File: src/sv/bhpq_pkg.sv
// ----------------------------------------------------------------------------
// bhpq_pkg
// Shared types, constants and the key ordering for the priority queue.
// ----------------------------------------------------------------------------
package bhpq_pkg;

  localparam int CAPACITY = 64;
  localparam int KEY_W    = 32;
  localparam int OCC_W    = 7;
  localparam int STAT_W   = 2;
  localparam int CNT_W    = $clog2(CAPACITY + 1);
  localparam int EXT_W    = (CNT_W > OCC_W) ? CNT_W : OCC_W;

  localparam logic [STAT_W-1:0] STAT_OK    = 2'd0;
  localparam logic [STAT_W-1:0] STAT_EMPTY = 2'd1;
  localparam logic [STAT_W-1:0] STAT_FULL  = 2'd2;

  localparam logic REQ_INSERT = 1'b0;
  localparam logic REQ_POP    = 1'b1;

  localparam logic MODE_MAX = 1'b0;

  typedef logic signed [KEY_W-1:0] key_t;

  // broadcast to every cell of the chain
  typedef struct packed {
    logic do_insert;
    logic do_pop;
    logic mode;
    key_t new_key;
  } bhpq_op_t;

  // true when a must sit nearer the top than b
  function automatic logic ranks_above(input logic mode, input key_t a, input key_t b);
    ranks_above = (mode == MODE_MAX) ? (a > b) : (a < b);
  endfunction

endpackage

File: src/sv/bhpq_cell.sv
// ----------------------------------------------------------------------------
// bhpq_cell
// One slot of the sorted chain: holds a key, shifts down on insert, up on pop.
// ----------------------------------------------------------------------------
module bhpq_cell import bhpq_pkg::*; (
  input  logic     clk,
  input  bhpq_op_t op,
  input  logic     occ,        // slot holds a live key
  input  logic     prev_keep,  // slot above stays in place on insert
  input  key_t     prev_key,
  input  key_t     next_key,
  output logic     keep,
  output key_t     key
);

  key_t key_r;
  key_t key_nxt;

  // sorted chain: keep is a prefix, the first slot that moves takes the new word
  assign keep = occ && !ranks_above(op.mode, op.new_key, key_r);
  assign key  = key_r;

  always_comb begin
    key_nxt = key_r;
    if (op.do_insert && !keep) begin
      key_nxt = prev_keep ? op.new_key : prev_key;
    end else if (op.do_pop) begin
      key_nxt = next_key;
    end
  end

  always_ff @(posedge clk) begin
    key_r <= key_nxt;
  end

endmodule

File: config.mk
export PLATFORM = sky130hd
export DESIGN_NAME = bhpq_cell
export DESIGN_NICKNAME = d
export VERILOG_FILES = /design/src/sv/bhpq_pkg.sv /design/src/sv/bhpq_cell.sv
export SDC_FILE = /design/constraint.sdc
export NUM_CORES = 1
export LEC_CHECK = 0
export BUFFER_PORTS_ARGS = -buffer_cell sky130_fd_sc_hd__buf_2
export CORE_ASPECT_RATIO = 2
export CORE_UTILIZATION = 51
export CTS_CLUSTER_SIZE = 20
export DETAILED_ROUTE_END_ITERATION = 12
export PLACE_DENSITY = 0.88
export SYNTH_ARGS = -nofsm -noshare
export SYNTH_HDL_FRONTEND = slang
export SYNTH_SLANG_ARGS = --single-unit
File: constraint.sdc
create_clock -name clk -period 4.8 [get_ports clk]
set_clock_uncertainty 0.05 [all_clocks]
set_input_delay 0 -clock clk [delete_from_list [all_inputs] [get_ports clk]]
set_output_delay 0 -clock clk [all_outputs]
set_load 0.02 [all_outputs]
After elaboration in Yosys (flattened, before gate mapping)
Cells that the tools add are included.
{"block": "totals", "regBits": 32, "inputBits": 102, "elab_cells": 12, "output_inout_bits": 33}
{"block": "op_classes", "muxes": 4, "order_cmp": 2, "n_reduce_logical": 5}
{"op": "32-bit 2-to-1 mux", "count": 3}
{"op": "32-bit > comparator", "count": 1}
{"op": "32-bit less-than comparator", "count": 1}
{"op": "1-bit logical AND", "count": 2}
{"op": "1-bit zero test", "count": 2}
{"op": "2-bit nonzero test", "count": 1}
{"op": "1-bit 2-to-1 mux", "count": 1}

Logic depth before layout (Yosys ltp)
{"block": "logic_depth", "word_depth": 7, "ltp_mapped": 10, "depth_no_buf": 9}

Least setup slack after synthesis
OpenSTA, ideal clock, no wires.
{"block": "synth_timing", "kind": "reg-to-reg", "from": "register key_r[14], in the netlist key[14]", "to": "register key_r[0], in the netlist key[0] (enable)", "setup_time_ps": 375, "arrival_time_ps": 2882, "n_path_buf": 1, "stages_incl_launch_ff": 11, "period_less_slack_ps": 3307, "slack_ps": 1493, "required_ps": 4375, "cell_sequence": "edfxtp_1 > inv_1 > ha_1 > a21oi_1 > nand2_1 > a221o_1 > o31ai_2 > a2111oi_2 > a311oi_4 > buf_6 > or2_2"}
{"block": "synth_between", "elab_chain_len": 7, "elab_cells_between_ends": 8, "classes_between": "2 x order compare; 1 x mux; 5 x reduce/logical"}
{"item": "from (decl)", "line_no": "bhpq_cell.sv:16", "source": "key_t key_r;"}
{"item": "from (signal assigned)", "line_no": "bhpq_cell.sv:33", "source": "key_r <= key_nxt;"}
{"item": "32-bit > comparator or 32-bit less-than comparator (tied branches)", "line_no": "bhpq_pkg.sv:35", "source": "ranks_above = (mode == MODE_MAX) ? (a > b) : (a < b);"}
{"item": "1-bit 2-to-1 mux *", "line_no": "bhpq_pkg.sv:35"}
{"item": "1-bit zero test *", "line_no": "bhpq_cell.sv:20", "source": "assign keep = occ && !ranks_above(op.mode, op.new_key, key_r);"}
{"item": "1-bit logical AND *", "line_no": "bhpq_cell.sv:20"}
{"item": "1-bit zero test *", "line_no": "bhpq_cell.sv:25", "source": "if (op.do_insert && !keep) begin"}
{"item": "1-bit logical AND *", "line_no": "bhpq_cell.sv:25"}
{"item": "2-bit nonzero test (no source line) *"}
Mark *: on every way between the ends. The rest lies on a longest branch, timed or not.
A chain may end at the register's enable or synchronous reset.

Worst setup path after layout
{"block": "layout_timing", "from": "register key_r[21], in the netlist key[21]", "to": "register key_r[0], in the netlist key[0] (data pin)"}
{"block": "layout_between", "elab_chain_len": 7, "elab_cells_between_ends": 8, "classes_between": "2 x order compare; 2 x mux; 4 x reduce/logical"}
{"item": "32-bit > comparator or 32-bit less-than comparator (tied branches)", "line_no": "bhpq_pkg.sv:35"}
{"item": "1-bit 2-to-1 mux *", "line_no": "bhpq_pkg.sv:35"}
{"item": "1-bit zero test *", "line_no": "bhpq_cell.sv:20"}
{"item": "1-bit logical AND *", "line_no": "bhpq_cell.sv:20"}
{"item": "1-bit zero test *", "line_no": "bhpq_cell.sv:25"}
{"item": "1-bit logical AND *", "line_no": "bhpq_cell.sv:25"}
{"item": "32-bit 2-to-1 mux *", "line_no": "bhpq_cell.sv:25"}
{"item": "via key_nxt[0]", "line_no": "bhpq_cell.sv:17", "source": "key_t key_nxt;"}
The timed path passes the listed nets; every way through them passes the cells marked *.

==> results.txt <==
The total power divided by cell area works out to 249.1 nW/um^2. Cell accounting for the most synthesized area: edfxtp_1. The number of global-route vias before repair is 2564.

The detail route stage leaves a number of antenna-violating nets equal to 0. The number of antenna diodes was 0; the leftover overflow at the end of global routing was 0. The routed layout has 2387 vias.

Summed over all cells, the static leakage comes to 1.948 nW. The synthesized design contains 32 enable-type register cells. The number of sinks handled by clock tree synthesis was 32. At the end of routability-driven placement, the weighted congestion stood at 0.8323.

In the routed layout, each cell is associated on average with a via count of 5.304. The slew of the pin with the lowest slew margin came out at 0.7970 ns. The floorplan has 37 rows.

The pin count of the biggest net entering global routing is 33. The path class of the tightest hold or removal check is primary input to flop. Yosys mapped the design onto 33 distinct sky130hd cell types. The die boundary height works out to 105.7 um. The flow ran to the end, and the final reports show no timing, DRC or antenna violations. Setup repair after global routing left no endpoint under its margin. The layout overhead on the synthesized area was 40.05%; the final critical path time including I/O delays and setup was 3.365 ns.

For the starting utilization of the core area, the log shows 53.37%. The core region is 5139 sq um. Kind of end point of the critical path: a flop. The tools report the net count of the mapped netlist as 359. Dominant synthesized flop cell: edfxtp_1. Pin placement for this block handled 135 I/O pins.

After clock tree synthesis, the clock-pin slew on the worst setup and hold paths is 0.07 ns. The number of max-slew violations in the final report came out at 0. Sorting the synthesized cells by how often they occur yields inv_1 (35), mux2_2 (35), edfxtp_1 (32), ha_1 (32), mux2_4 (29).

The run gives 0 as the number of cells upsized or downsized after cts. The worst hold path passes through 3 cells. TritonCTS built the clock tree.

The initial antenna violation count is 0. The wire length of the first global-routing pass is 11230 um. Counting tap cells, the placed design contains a total of 411 instances. The register with the most flip-flops in the layout has 32 of them. For the post-cts hold buffer count, the log shows 32. The logs give 3841 sq um for the final instance area and 0 for the number of hold violations in the final report.

The synthesized design contains 32 register bits. In this run the cell area of the synthesized design comes to 2743 sq um. The post-route setup TNS is 0 ns, and the synthesized area per cell is 12.19 sq um. The clock reaches the later pin of the worst-skew pair after 0.28 ns. The worst-path maximum fanout came out at 32. Sorting the synthesized cells by area gives the leading types as edfxtp_1 (35%), mux2_4 (16%), ha_1 (15%), mux2_2 (14%), inv_1 (4.8%).

After detailed routing, the number of remaining DRC violations is 0. For the total routing usage reported by global routing, the log shows 26.93%. VDD sags by at most 0.2300 mV.

The total clock buffers created by CTS was 5. In the synthesized netlist, the number of instances is 225. Measured against its own limit, the worst slew margin works out to 46.87%. The number of I/O port buffers was 134. Summing all placed instances gives a cell area of 3445 sq um.

For the achievable clock frequency, the log shows 297.2 MHz. The synthesized design devotes to its leading area cell type 35.04% of total area. The worst setup path is launched from a flop.

The die is 53.86 um wide. The type of the setup path with the least slack is flop to flop. The worst path meets setup with 1.435 ns of slack. At the worst endpoint, the required time is 4.78 ns.

The run gives 0 as the setup-violating endpoint count in the final report. The tools report the root cell of the clock tree as clkbuf_8. The final routed wirelength across all metal layers was 7201 um; the routed wirelength normalized by instance count was 16.00 um. The pre-CTS setup slack is 1.459 ns, and the total number of yosys warnings is 0.

The die outline area is 5693 sq um. Data arrives at the worst endpoint at 3.34 ns. The proportion of register bits with asynchronous set or reset after synthesis is 0%. In this run the post-CTS setup repair buffer count came out at 0. The logic depth of the worst register-to-register path works out to 10.

The number of cells in the finished layout apart from fillers is 450, and the final core area utilization is 74.75%. The deepest clock path buffer count is 2, and the period utilization is 70.10%. The first-pass iteration count of the detailed router came out at 4. Max-cap violations in this run came to 0. The first routing iteration left 54 violations.

The share of post-route cells with drive strength above 1 came out at 54.08%. The half-perimeter wire length after placement was 5269 um. In this run the number of H-tree levels came out at 2.

After synthesis, flip-flops and latches occupy 35.04% of the total area. The final layout contains 526 nets.
## kinds of logic (layout without fill, tap and decap cells)
kind of cell,after synthesis,after routing,share of synthesized area (%)
buf+inv,42,209,6.569
flops,32,32,35.04
mux,64,64,30.25
compound gates,29,29,8.075
simple gates,26,26,5.475
fa+ha+maj,32,32,14.60
## worst max-delay path, cell delays in order (launching register included)
cell and delay, ns:
edfxtp_1 0.40, inv_1 0.08, ha_1 0.25, a21oi_1 0.20
o21ai_0 0.14, a221oi_1 0.38, o311a_1 0.27, a2111oi_2 0.10
a311oi_4 0.28, buf_4 0.55, mux2_2 0.40
## through the flow
stage	total power, mW	hold slack [ns]
after floorplan	0.6269	0.1482
final	0.9567	0.09797
after detailed placement	0.7467	0.2533
after global routing	1.011	0.09835
after CTS	0.9596	0.09172
after global placement	0.7338	0.2506
## layout by cell type (no fill, tap or decap), drive strengths merged
master       instances
clkbuf               5
a31o                 1
o311a                1
a221o                1
nor4                 2
and4                 1
nand4                5
a2111oi              1
nand2                6
ha                  32
a21o                 4
mux2                64
o211ai               1
buf                135
nor3                 1
nor2                 3
o21ai                3
and2                 1
nand3b               1
inv                 35
edfxtp              32
nand3                4
clkinv               2
or2                  1
a21boi               1
dlygate4sd3         32
nor2b                1
a311oi               1
o31ai                1
a31oi                1
a21oi               12
a221oi               1
## where the power goes
part | total, mW | switching, mW | internal (mW)
clock | 0.193 | 0.0971 | 0.0956
combinational | 0.390 | 0.197 | 0.193
sequential | 0.374 | 0.0181 | 0.356
## final timing paths
check,startpoint,to,slack (ns)
worst min register to register,key[31],key[28],1.77
worst max-delay path,key[21],key[0],1.44
worst min-delay path,prev_key[28],key[28],0.1
worst max register to register,key[21],key[0],1.44
## routing by layer
| layer | global-route usage, % | vias up | part of all wire [%] |
|---|---|---|---|
| met2 | 50.79 | 88 | 57 |
| met3 | 3.319 | 20 | 3.7 |
| li1 | - | 1163 | - |
| met4 | 12.78 | 0 | 3.3 |
| met5 | 0 | - | 0 |
| met1 | 26.25 | 1116 | 36 |
## layout make-up
class,count,area [sq um]
Timing Repair Buffer,167,998.5
Clock buffer,5,68.82
Inverter,35,131.4
Sequential cell,32,960.9
Tap cell,58,72.57
Clock inverter,2,7.507
Fill cell,371,1297
Multi-Input combinational cell,151,1602
Note: power is estimated with default switching activity, not from simulation.
